**src/rtl/core/rcd_pkg.sv**
```systemverilog
// Shared widths, register indexes, control structs and helpers of the radix converter.
// Used by every module of the block; depends on nothing.
`default_nettype none

package rcd_pkg;

   localparam int IN_W       = 30;
   localparam int OUT_W      = 60;
   localparam int BASE_W     = 4;
   localparam int DIGIT_W    = 4;
   localparam int BCD_DIGITS = 10;
   localparam int BCD_W      = BCD_DIGITS * DIGIT_W;
   localparam int VAL_W      = 30;
   localparam int DIV_CHUNK  = 4;
   localparam int DIV_W      = 32;
   localparam int DIV_STEPS  = DIV_W / DIV_CHUNK;
   localparam int CSR_IDX_W  = 1;

   localparam logic [CSR_IDX_W-1:0] CSR_SOURCE_BASE = 1'd0;
   localparam logic [CSR_IDX_W-1:0] CSR_TARGET_BASE = 1'd1;

   localparam logic [BASE_W-1:0] BASE_MIN          = 4'd2;
   localparam logic [BASE_W-1:0] BASE_MAX          = 4'd10;
   localparam logic [BASE_W-1:0] SOURCE_BASE_RESET = 4'd10;
   localparam logic [BASE_W-1:0] TARGET_BASE_RESET = 4'd2;

   localparam logic [OUT_W-1:0] RESULT_LIMIT = 60'd1000000000000000000;

   typedef struct packed {
      logic start;
      logic shift;
   } rcd_dab_ctl_type;

   typedef struct packed {
      logic clear;
      logic push;
      logic start;
   } rcd_pack_ctl_type;

   typedef struct packed {
      logic done;
      logic full;
   } rcd_pack_sts_type;

   function automatic logic [BASE_W-1:0] clamp_base(input logic [BASE_W-1:0] b);
      logic [BASE_W-1:0] r;
      priority if (b < BASE_MIN) begin
         r = BASE_MIN;
      end else if (b > BASE_MAX) begin
         r = BASE_MAX;
      end else begin
         r = b;
      end
      return r;
   endfunction

endpackage

`default_nettype wire

```
**src/rtl/core/rcd_dabble.sv**
```systemverilog
// Bit-serial binary to BCD shifter (shift and add three), then a digit shifter.
// Depends on rcd_pkg.
`default_nettype none

module rcd_dabble
   import rcd_pkg::*;
(
   input  logic                 clock,
   input  logic                 reset,
   input  rcd_dab_ctl_type      ctl,
   input  logic [IN_W-1:0]      bin,
   output logic                 done,
   output logic [DIGIT_W-1:0]   top_digit
);

   localparam int CNT_W = $clog2(IN_W);

   logic [BCD_W-1:0] bcd_ff, bcd_in, bcd_adj;
   logic [IN_W-1:0]  bin_ff, bin_in;
   logic [CNT_W-1:0] cnt_ff, cnt_in;
   logic             run_ff, run_in;
   logic             done_ff, done_in;

   // Each decimal digit of five or more gets three added before the shift.
   always_comb begin
      for (int i = 0; i < BCD_DIGITS; i++) begin
         if (bcd_ff[i*DIGIT_W +: DIGIT_W] >= 4'd5) begin
            bcd_adj[i*DIGIT_W +: DIGIT_W] = bcd_ff[i*DIGIT_W +: DIGIT_W] + 4'd3;
         end else begin
            bcd_adj[i*DIGIT_W +: DIGIT_W] = bcd_ff[i*DIGIT_W +: DIGIT_W];
         end
      end
   end

   always_comb begin
      bcd_in  = bcd_ff;
      bin_in  = bin_ff;
      cnt_in  = cnt_ff;
      run_in  = run_ff;
      done_in = 1'b0;
      priority if (ctl.start) begin
         bcd_in = '0;
         bin_in = bin;
         cnt_in = CNT_W'(IN_W - 1);
         run_in = 1'b1;
      end else if (run_ff) begin
         {bcd_in, bin_in} = {bcd_adj[BCD_W-2:0], bin_ff, 1'b0};
         if (cnt_ff == '0) begin
            run_in  = 1'b0;
            done_in = 1'b1;
         end else begin
            cnt_in = cnt_ff - 1'b1;
         end
      end else if (ctl.shift) begin
         bcd_in = {bcd_ff[BCD_W-DIGIT_W-1:0], {DIGIT_W{1'b0}}};
      end else begin
         bcd_in = bcd_ff;
      end
   end

   always_ff @(posedge clock) begin
      if (reset) begin
         run_ff  <= 1'b0;
         done_ff <= 1'b0;
      end else begin
         run_ff  <= run_in;
         done_ff <= done_in;
      end
   end

   always_ff @(posedge clock) begin
      bcd_ff <= bcd_in;
      bin_ff <= bin_in;
      cnt_ff <= cnt_in;
   end

   assign done      = done_ff;
   assign top_digit = bcd_ff[BCD_W-1 -: DIGIT_W];

endmodule

`default_nettype wire

```
**src/rtl/core/rcd_divider.sv**
```systemverilog
// Serial restoring divider of the value by the target base, four bits per cycle.
// Depends on rcd_pkg.
`default_nettype none

module rcd_divider
   import rcd_pkg::*;
(
   input  logic                 clock,
   input  logic                 reset,
   input  logic                 start,
   input  logic [VAL_W-1:0]     dividend,
   input  logic [BASE_W-1:0]    divisor,
   output logic                 done,
   output logic [VAL_W-1:0]     quotient,
   output logic [BASE_W-1:0]    remainder
);

   localparam int CNT_W = $clog2(DIV_STEPS);

   logic [DIV_W-1:0]  q_ff, q_in, q_step;
   logic [BASE_W-1:0] r_ff, r_in, r_step;
   logic [CNT_W-1:0]  cnt_ff, cnt_in;
   logic              run_ff, run_in;
   logic              done_ff, done_in;

   // Dividend bits leave at the top of the word while quotient bits enter at the bottom.
   always_comb begin
      logic [BASE_W:0]   t;
      logic [BASE_W-1:0] r;
      logic [DIV_W-1:0]  q;
      r = r_ff;
      q = q_ff;
      for (int j = 0; j < DIV_CHUNK; j++) begin
         t = {r, q[DIV_W-1]};
         q = {q[DIV_W-2:0], 1'b0};
         if (t >= {1'b0, divisor}) begin
            r    = BASE_W'(t - {1'b0, divisor});
            q[0] = 1'b1;
         end else begin
            r = t[BASE_W-1:0];
         end
      end
      r_step = r;
      q_step = q;
   end

   always_comb begin
      q_in    = q_ff;
      r_in    = r_ff;
      cnt_in  = cnt_ff;
      run_in  = run_ff;
      done_in = 1'b0;
      priority if (start) begin
         q_in   = {{(DIV_W - VAL_W){1'b0}}, dividend};
         r_in   = '0;
         cnt_in = CNT_W'(DIV_STEPS - 1);
         run_in = 1'b1;
      end else if (run_ff) begin
         q_in = q_step;
         r_in = r_step;
         if (cnt_ff == '0) begin
            run_in  = 1'b0;
            done_in = 1'b1;
         end else begin
            cnt_in = cnt_ff - 1'b1;
         end
      end else begin
         q_in = q_ff;
      end
   end

   always_ff @(posedge clock) begin
      if (reset) begin
         run_ff  <= 1'b0;
         done_ff <= 1'b0;
      end else begin
         run_ff  <= run_in;
         done_ff <= done_in;
      end
   end

   always_ff @(posedge clock) begin
      q_ff   <= q_in;
      r_ff   <= r_in;
      cnt_ff <= cnt_in;
   end

   assign done      = done_ff;
   assign quotient  = q_ff[VAL_W-1:0];
   assign remainder = r_ff;

endmodule

`default_nettype wire

```
**src/rtl/core/rcd_packer.sv**
```systemverilog
// Digit store for target-base digits and a serial times-ten accumulator that packs them.
// Depends on rcd_pkg.
`default_nettype none

module rcd_packer
   import rcd_pkg::*;
#(
   parameter int OUT_DIGITS = 18
)
(
   input  logic                 clock,
   input  logic                 reset,
   input  rcd_pack_ctl_type     ctl,
   input  logic [DIGIT_W-1:0]   digit,
   output rcd_pack_sts_type     sts,
   output logic [OUT_W-1:0]     pack_num
);

   localparam int N_W = $clog2(OUT_DIGITS + 1);

   logic [DIGIT_W-1:0] dig_ff [OUT_DIGITS];
   logic [DIGIT_W-1:0] dig_in [OUT_DIGITS];
   logic [N_W-1:0]     n_ff, n_in;
   logic               run_ff, run_in;
   logic [OUT_W-1:0]   acc_ff, acc_in;

   // Digits arrive least significant first and enter at the top, so the most
   // significant digit sits at the top when packing starts.
   always_comb begin
      dig_in = dig_ff;
      n_in   = n_ff;
      run_in = run_ff;
      acc_in = acc_ff;
      priority if (ctl.clear) begin
         n_in   = '0;
         run_in = 1'b0;
      end else if (ctl.push) begin
         for (int i = 0; i < OUT_DIGITS - 1; i++) begin
            dig_in[i] = dig_ff[i+1];
         end
         dig_in[OUT_DIGITS-1] = digit;
         n_in = n_ff + 1'b1;
      end else if (ctl.start) begin
         acc_in = '0;
         run_in = 1'b1;
      end else if (run_ff) begin
         if (n_ff == '0) begin
            run_in = 1'b0;
         end else begin
            acc_in = (acc_ff << 3) + (acc_ff << 1) + OUT_W'(dig_ff[OUT_DIGITS-1]);
            for (int i = 1; i < OUT_DIGITS; i++) begin
               dig_in[i] = dig_ff[i-1];
            end
            n_in = n_ff - 1'b1;
         end
      end else begin
         acc_in = acc_ff;
      end
   end

   always_ff @(posedge clock) begin
      if (reset) begin
         n_ff   <= '0;
         run_ff <= 1'b0;
      end else begin
         n_ff   <= n_in;
         run_ff <= run_in;
      end
   end

   always_ff @(posedge clock) begin
      dig_ff <= dig_in;
      acc_ff <= acc_in;
   end

   assign sts.done = run_ff && (n_ff == '0);
   assign sts.full = (n_ff == N_W'(OUT_DIGITS));
   assign pack_num = acc_ff;

endmodule

`default_nettype wire

```
**src/rtl/core/radix_converter_decimal_coded_top.sv**
```systemverilog
// Radix converter for decimal-coded numbers: the decimal digits of req_coded_number are
// read as digits of the source base, the value is split into target-base digits, and those
// digits come back as the decimal digits of rsp_converted_number (zero, with rsp_overflow
// set, when more than OUT_DIGITS digits are needed). Items are worked one at a time. An
// item passes through the 30-step binary to BCD shifter and then the serial divider, which
// retires four bits of a 32-bit word per cycle for each target digit. A finished result
// waits in the output register while the next item is taken in. Base registers below 2
// act as 2 and above 10 act as 10; write them only while the block is idle.
// Depends on rcd_pkg, rcd_dabble, rcd_divider and rcd_packer.
`default_nettype none

module radix_converter_decimal_coded_top
   import rcd_pkg::*;
#(
   parameter int IN_DIGITS  = 9,
   parameter int OUT_DIGITS = 18
)
(
   input  logic                 clock,
   input  logic                 reset,
   input  logic                 req_valid,
   output logic                 req_stall,
   input  logic [IN_W-1:0]      req_coded_number,
   output logic                 rsp_valid,
   input  logic                 rsp_stall,
   output logic [OUT_W-1:0]     rsp_converted_number,
   output logic                 rsp_overflow,
   input  logic                 csr_write,
   input  logic [CSR_IDX_W-1:0] csr_index,
   input  logic [BASE_W-1:0]    csr_data
);

   localparam logic [2:0] S_IDLE   = 3'd0;
   localparam logic [2:0] S_DABBLE = 3'd1;
   localparam logic [2:0] S_WEIGH  = 3'd2;
   localparam logic [2:0] S_CHECK  = 3'd3;
   localparam logic [2:0] S_DIV    = 3'd4;
   localparam logic [2:0] S_PACK   = 3'd5;
   localparam logic [2:0] S_DONE   = 3'd6;

   localparam int IDX_W  = $clog2(BCD_DIGITS);
   localparam int PROD_W = VAL_W + BASE_W;

   logic [2:0]        state_ff, state_in;
   logic [BASE_W-1:0] src_base_ff, src_base_in, tgt_base_ff, tgt_base_in;
   logic [BASE_W-1:0] src_base, tgt_base;
   logic [VAL_W-1:0]  value_ff, value_in;
   logic [IDX_W-1:0]  idx_ff, idx_in;
   logic              ovf_ff, ovf_in;
   logic              rsp_valid_ff, rsp_valid_in;
   logic [OUT_W-1:0]  rsp_num_ff, rsp_num_in;
   logic              rsp_ovf_ff, rsp_ovf_in;
   logic              out_free;

   rcd_dab_ctl_type   dab_ctl;
   logic              dab_done;
   logic [DIGIT_W-1:0] dab_digit, digit_kept;
   logic [PROD_W-1:0] weigh_wide;

   logic              div_start, div_done;
   logic [VAL_W-1:0]  div_q;
   logic [BASE_W-1:0] div_r;

   rcd_pack_ctl_type  pack_ctl;
   rcd_pack_sts_type  pack_sts;
   logic [OUT_W-1:0]  pack_num;

   rcd_dabble u_dabble (
      .clock     (clock),
      .reset     (reset),
      .ctl       (dab_ctl),
      .bin       (req_coded_number),
      .done      (dab_done),
      .top_digit (dab_digit)
   );

   rcd_divider u_divider (
      .clock     (clock),
      .reset     (reset),
      .start     (div_start),
      .dividend  (value_ff),
      .divisor   (tgt_base),
      .done      (div_done),
      .quotient  (div_q),
      .remainder (div_r)
   );

   rcd_packer #(
      .OUT_DIGITS (OUT_DIGITS)
   ) u_packer (
      .clock     (clock),
      .reset     (reset),
      .ctl       (pack_ctl),
      .digit     (div_r),
      .sts       (pack_sts),
      .pack_num  (pack_num)
   );

   assign src_base_in = (csr_write && csr_index == CSR_SOURCE_BASE) ? csr_data : src_base_ff;
   assign tgt_base_in = (csr_write && csr_index == CSR_TARGET_BASE) ? csr_data : tgt_base_ff;
   assign src_base    = clamp_base(src_base_ff);
   assign tgt_base    = clamp_base(tgt_base_ff);

   // Horner step over the decimal digits, most significant first; digits above
   // IN_DIGITS are dropped. With nine kept digits the value stays below 1000000000, within VAL_W bits.
   assign digit_kept = (int'(idx_ff) < IN_DIGITS) ? dab_digit : '0;
   assign weigh_wide = PROD_W'(value_ff) * PROD_W'(src_base) + PROD_W'(digit_kept);

   assign out_free = !rsp_valid_ff || !rsp_stall;

   always_comb begin
      state_in     = state_ff;
      value_in     = value_ff;
      idx_in       = idx_ff;
      ovf_in       = ovf_ff;
      dab_ctl      = '0;
      div_start    = 1'b0;
      pack_ctl     = '0;
      rsp_valid_in = rsp_valid_ff && rsp_stall;
      rsp_num_in   = rsp_num_ff;
      rsp_ovf_in   = rsp_ovf_ff;
      unique case (state_ff)
         S_IDLE: begin
            if (req_valid) begin
               dab_ctl.start  = 1'b1;
               pack_ctl.clear = 1'b1;
               ovf_in         = 1'b0;
               value_in       = '0;
               state_in       = S_DABBLE;
            end
         end
         S_DABBLE: begin
            if (dab_done) begin
               idx_in   = IDX_W'(BCD_DIGITS - 1);
               state_in = S_WEIGH;
            end
         end
         S_WEIGH: begin
            value_in      = weigh_wide[VAL_W-1:0];
            dab_ctl.shift = 1'b1;
            if (idx_ff == '0) begin
               state_in = S_CHECK;
            end else begin
               idx_in = idx_ff - 1'b1;
            end
         end
         S_CHECK: begin
            priority if (value_ff == '0) begin
               pack_ctl.start = 1'b1;
               state_in       = S_PACK;
            end else if (pack_sts.full) begin
               ovf_in   = 1'b1;
               state_in = S_DONE;
            end else begin
               div_start = 1'b1;
               state_in  = S_DIV;
            end
         end
         S_DIV: begin
            if (div_done) begin
               value_in      = div_q;
               pack_ctl.push = 1'b1;
               state_in      = S_CHECK;
            end
         end
         S_PACK: begin
            if (pack_sts.done) begin
               state_in = S_DONE;
            end
         end
         S_DONE: begin
            if (out_free) begin
               rsp_valid_in = 1'b1;
               rsp_num_in   = ovf_ff ? '0 : pack_num;
               rsp_ovf_in   = ovf_ff;
               state_in     = S_IDLE;
            end
         end
         default: begin
            state_in = S_IDLE;
         end
      endcase
   end

   always_ff @(posedge clock) begin
      if (reset) begin
         state_ff     <= S_IDLE;
         rsp_valid_ff <= 1'b0;
         src_base_ff  <= SOURCE_BASE_RESET;
         tgt_base_ff  <= TARGET_BASE_RESET;
      end else begin
         state_ff     <= state_in;
         rsp_valid_ff <= rsp_valid_in;
         src_base_ff  <= src_base_in;
         tgt_base_ff  <= tgt_base_in;
      end
   end

   always_ff @(posedge clock) begin
      value_ff   <= value_in;
      idx_ff     <= idx_in;
      ovf_ff     <= ovf_in;
      rsp_num_ff <= rsp_num_in;
      rsp_ovf_ff <= rsp_ovf_in;
   end

   assign req_stall            = (state_ff != S_IDLE);
   assign rsp_valid            = rsp_valid_ff;
   assign rsp_converted_number = rsp_num_ff;
   assign rsp_overflow         = rsp_ovf_ff;

endmodule

`default_nettype wire

```
**config.mk**
```make
export PLATFORM = sky130hd
export DESIGN_NAME = radix_converter_decimal_coded_top
export DESIGN_NICKNAME = d
export VERILOG_FILES = /design/src/rtl/core/rcd_pkg.sv /design/src/rtl/core/rcd_dabble.sv /design/src/rtl/core/rcd_divider.sv /design/src/rtl/core/rcd_packer.sv /design/src/rtl/core/radix_converter_decimal_coded_top.sv
export SDC_FILE = /design/constraint.sdc
export NUM_CORES = 1
export LEC_CHECK = 0
export ABC_AREA = 1
export BUFFER_PORTS_ARGS = -buffer_cell sky130_fd_sc_hd__buf_2
export CAP_MARGIN = 0
export CORE_MARGIN = 2
export CORE_UTILIZATION = 43
export DETAILED_ROUTE_END_ITERATION = 8
export PLACE_DENSITY = 0.64
export SYNTH_ARGS = -nofsm -noshare
export SYNTH_HDL_FRONTEND = slang
export SYNTH_SLANG_ARGS = --single-unit
```
**constraint.sdc**
```tcl
create_clock -name clock -period 5.37 [get_ports clock]
set_input_delay 1.074 -clock clock [delete_from_list [all_inputs] [get_ports clock]]
set_output_delay 1.074 -clock clock [all_outputs]
set_load 0.05 [all_outputs]
```
==> results_dict.tcl <==
set metrics [dict create \
    gr-total-overflow 0 \
    cts-root-buf "clkbuf_16" \
    final_max_slew_viol_count 0 \
    critPathTopFamily "simple AND/OR/NAND/NOR gates" \
    coreArea_um2 58800 \
    clock_sinks 364 \
    setup_viol 0 \
    drt_first_iter_violations 1479 \
    rr_startpoint "tgt_base_ff[1]" \
    synthesis.nets 3505 \
    synthDistinctLibCells 58 \
    fmax_ghz 0.195 \
    final_nets 3620 \
    wl_per_cell_um 15.5 \
    ys_ff_latch 364 \
    grt_max_degree 73 \
    critical_path_class "reg -> reg" \
    cp-endpoint "u_divider.q_ff[0]" \
    grt_pass1_vias 20300 \
    dieArea_um2 61200 \
    vias_per_cell 5.14 \
    io_buffers 102 \
    synth_warnings 0 \
    grt_pass1_wl_um 104000 \
    htreeDepth 2 \
    fin_hold_ws_ns 0.448 \
    nFillCells 5807 \
    cp_slowest_cell "dfxtp_2" \
    drc 0 \
    ant_nets 0 \
    arrival_ns 5.44 \
    avgSynthCellArea_um2 7.99 \
    cp.depth 35 \
    relSlewSlack_pct 25.0 \
    io_pins 103 \
    async_flop_share_pct 0 \
    syn_to_final_growth_pct 12.2 \
    insertion_delay_ns 0.58 \
    synthCells 3188 \
    rrSetupSlack_ns 0.24 \
    critPathCaptureType "flip-flop" \
    min-delay-start "u_packer.dig_ff[66]" \
    start_util_pct 43.3 \
    die_w_um 247 \
    fin_skew_ns 0.0196 \
    antenna_found_initial 1 \
    crit_path_frequent_cell "nand2_2" \
    r2r-end "u_divider.q_ff[0]" \
    synth_ff_type "edfxtp_1" \
    crit_path_start "tgt_base_ff[1]" \
    regArea_um2 10200 \
    row_count 89 \
    worst_pin_slew_ns 1.12 \
    cts_tree "built" \
    cpPeakStageDelay_ns 0.34 \
    start_kind "flip-flop" \
    outcome "complete, no violations" \
    clk_pin_slew_worst_paths_ns 0.06 \
    synth_seq_area_share_pct 39.9 \
    vdd_drop_max_mv 0.512 \
    post-dp-hpwl_um 47000 \
    mappedNetlistArea_um2 25500 \
    worst-endpoint-required_ns 5.68 \
    globalRouteTotalUtil_pct 21.0 \
    postCtsHoldBufs 0 \
    multi_input_area_um2 13600 \
    pwr_density_cell_nw_per_um2 497 \
    die_h_um 247 \
    r2r_cells 35 \
    rsz0062_at_grt "true" \
    routed_wl_um 63600 \
    final_util_pct 48.6 \
    firstDrtPassIters 5 \
    leakage_nw 13.0 \
    cts_inserted_buffers 41 \
    placedCellCount 4023 \
    cp_max_fo 8 \
    cts.path.max_buffers 3 \
    period_minus_slack_ns 5.13 \
    drv_cap 0 \
    hold_viol 0 \
    min_period_over_period_pct 95.5 \
    power_mw 14.2 \
    critPathBufInv 6 \
    min_path_type "reg -> reg" \
    vias 21100 \
    stdcell_count 4110 \
    drive_gt1_share_pct 10.8 \
    fin_setup_tns_ns 0 \
    gp_congestion 0.940 \
    synth_enable_flop_cells 288 \
]
## layout by cell type, fill, tap and decap left out, types with 7 or more instances in the layout
cell,netlist,layout
nand4_1,19,19
nor3_1,37,35
clkbuf_1,46,16
nand2_2,20,39
o21ai_0,250,248
ha_4,0,9
nand2_1,817,794
inv_1,435,423
clkbuf_16,0,41
nor2_2,13,12
nor2_1,332,329
a31oi_1,15,15
xnor2_1,9,9
o211ai_1,7,7
xor2_1,34,34
a221oi_1,9,9
ha_1,215,205
buf_4,3,44
nor3_2,5,7
buf_2,23,102
a21oi_1,251,247
o21a_1,8,7
dfxtp_1,76,73
o21ai_1,13,13
nand3_2,11,12
edfxtp_1,288,288
fa_1,62,61
nand3_1,91,89
o21bai_1,17,17
a21o_1,12,12
inv_2,11,23
## power breakdown
group,leakage [nW],internal (mW),switching [mW],total (mW)
logic,9.13,2.89,4.57,7.46
clock network,0.613,1.54,1.18,2.72
registers,3.29,3.66,0.361,4.02
## cell usage after synthesis, types with 6 or more instances
cell | number | area, um^2
edfxtp_1 | 288 | 8650
xnor2_1 | 9 | 78.8
nand4_1 | 19 | 119
dfxtp_1 | 76 | 1520
nand2_2 | 20 | 125
inv_1 | 435 | 1630
nand3_2 | 11 | 110
fa_1 | 62 | 1240
o21ai_1 | 13 | 65.1
nor2_2 | 13 | 81.3
nor2_1 | 332 | 1250
ha_1 | 215 | 2690
o21bai_1 | 17 | 128
o21a_1 | 8 | 60.1
o21ai_0 | 250 | 1250
a31oi_1 | 15 | 93.8
a21o_1 | 12 | 90.1
o211ai_1 | 7 | 52.6
xor2_1 | 34 | 298
or2_2 | 6 | 37.5
nand2_1 | 817 | 3070
buf_2 | 23 | 115
clkbuf_1 | 46 | 173
a221oi_1 | 9 | 78.8
nor3_1 | 37 | 185
a21oi_1 | 251 | 1260
inv_2 | 11 | 41.3
nand3_1 | 91 | 455
## worst min-delay path by stage
stage | slack (ns) | depth (start not counted) | end
2_1_floorplan | 0.42 | 0 | rsp_overflow
3_3_place_gp | 0.43 | 0 | u_packer.dig_ff[70]
3_5_place_dp | 0.44 | 0 | u_packer.dig_ff[70]
4_1_cts | 0.45 | 0 | u_packer.dig_ff[70]
5_1_grt | 0.46 | 0 | u_packer.dig_ff[70]
6_report | 0.45 | 0 | u_packer.dig_ff[70]
## kinds of logic after synthesis
| family | count (synthesis) | synth area share (%) |
|---|---|---|
| AOI/OAI and AO/OA | 605 | 12.9 |
| DFF | 364 | 39.9 |
| and+or+nand+nor | 1371 | 22.2 |
| xor gates and xnor gates | 43 | 1.48 |
| buffers and inverters | 528 | 8.05 |
| adders and majority gates | 277 | 15.4 |
## flip-flops by register name (all words and copies together) (netlist names), 5 cells and up
signal,cells
rsp_converted_number,60
u_dabble.bcd_ff,40
u_dabble.bin_ff,30
u_dabble.cnt_ff,5
u_divider.q_ff,32
u_packer.dig_ff,72
u_packer.n_ff,5
u_packer.pack_num,60
value_ff,30
## metal layers
metal	vias to the layer above	GRT usage, %	routed length, um
met5	-	0	0
li1	10700	-	-
met1	9865	29.4	30100
met2	451	33.9	28900
met3	94	2.75	3100
met4	0	6.36	1600
## stage by stage
stage	setup slack (ns)	area, um^2
floorplan	0.0348	25500
global placement	0.0380	26900
finish	0.241	28600
global route	-0.113	28600
detailed placement	-0.0964	26900
CTS	0.0242	28200
## layout make-up
| type | count | share of cell area [%] |
|---|---|---|
| inverter | 449 | 5.92 |
| multi-input combinational | 2296 | 47.5 |
| clock inverter | 18 | 0.609 |
| sequential | 364 | 35.6 |
| tap | 773 | 3.39 |
| antenna | 1 | 0.00876 |
| timing repair buffer | 151 | 3.14 |
| clock buffer | 58 | 3.85 |
## repair_timing
action	CTS	global route
setup buffers	0	10
gates resized for setup	3	70
pin swaps	2	38
endpoints found under the setup margin	5	5
(Power assumes the default switching activity.)
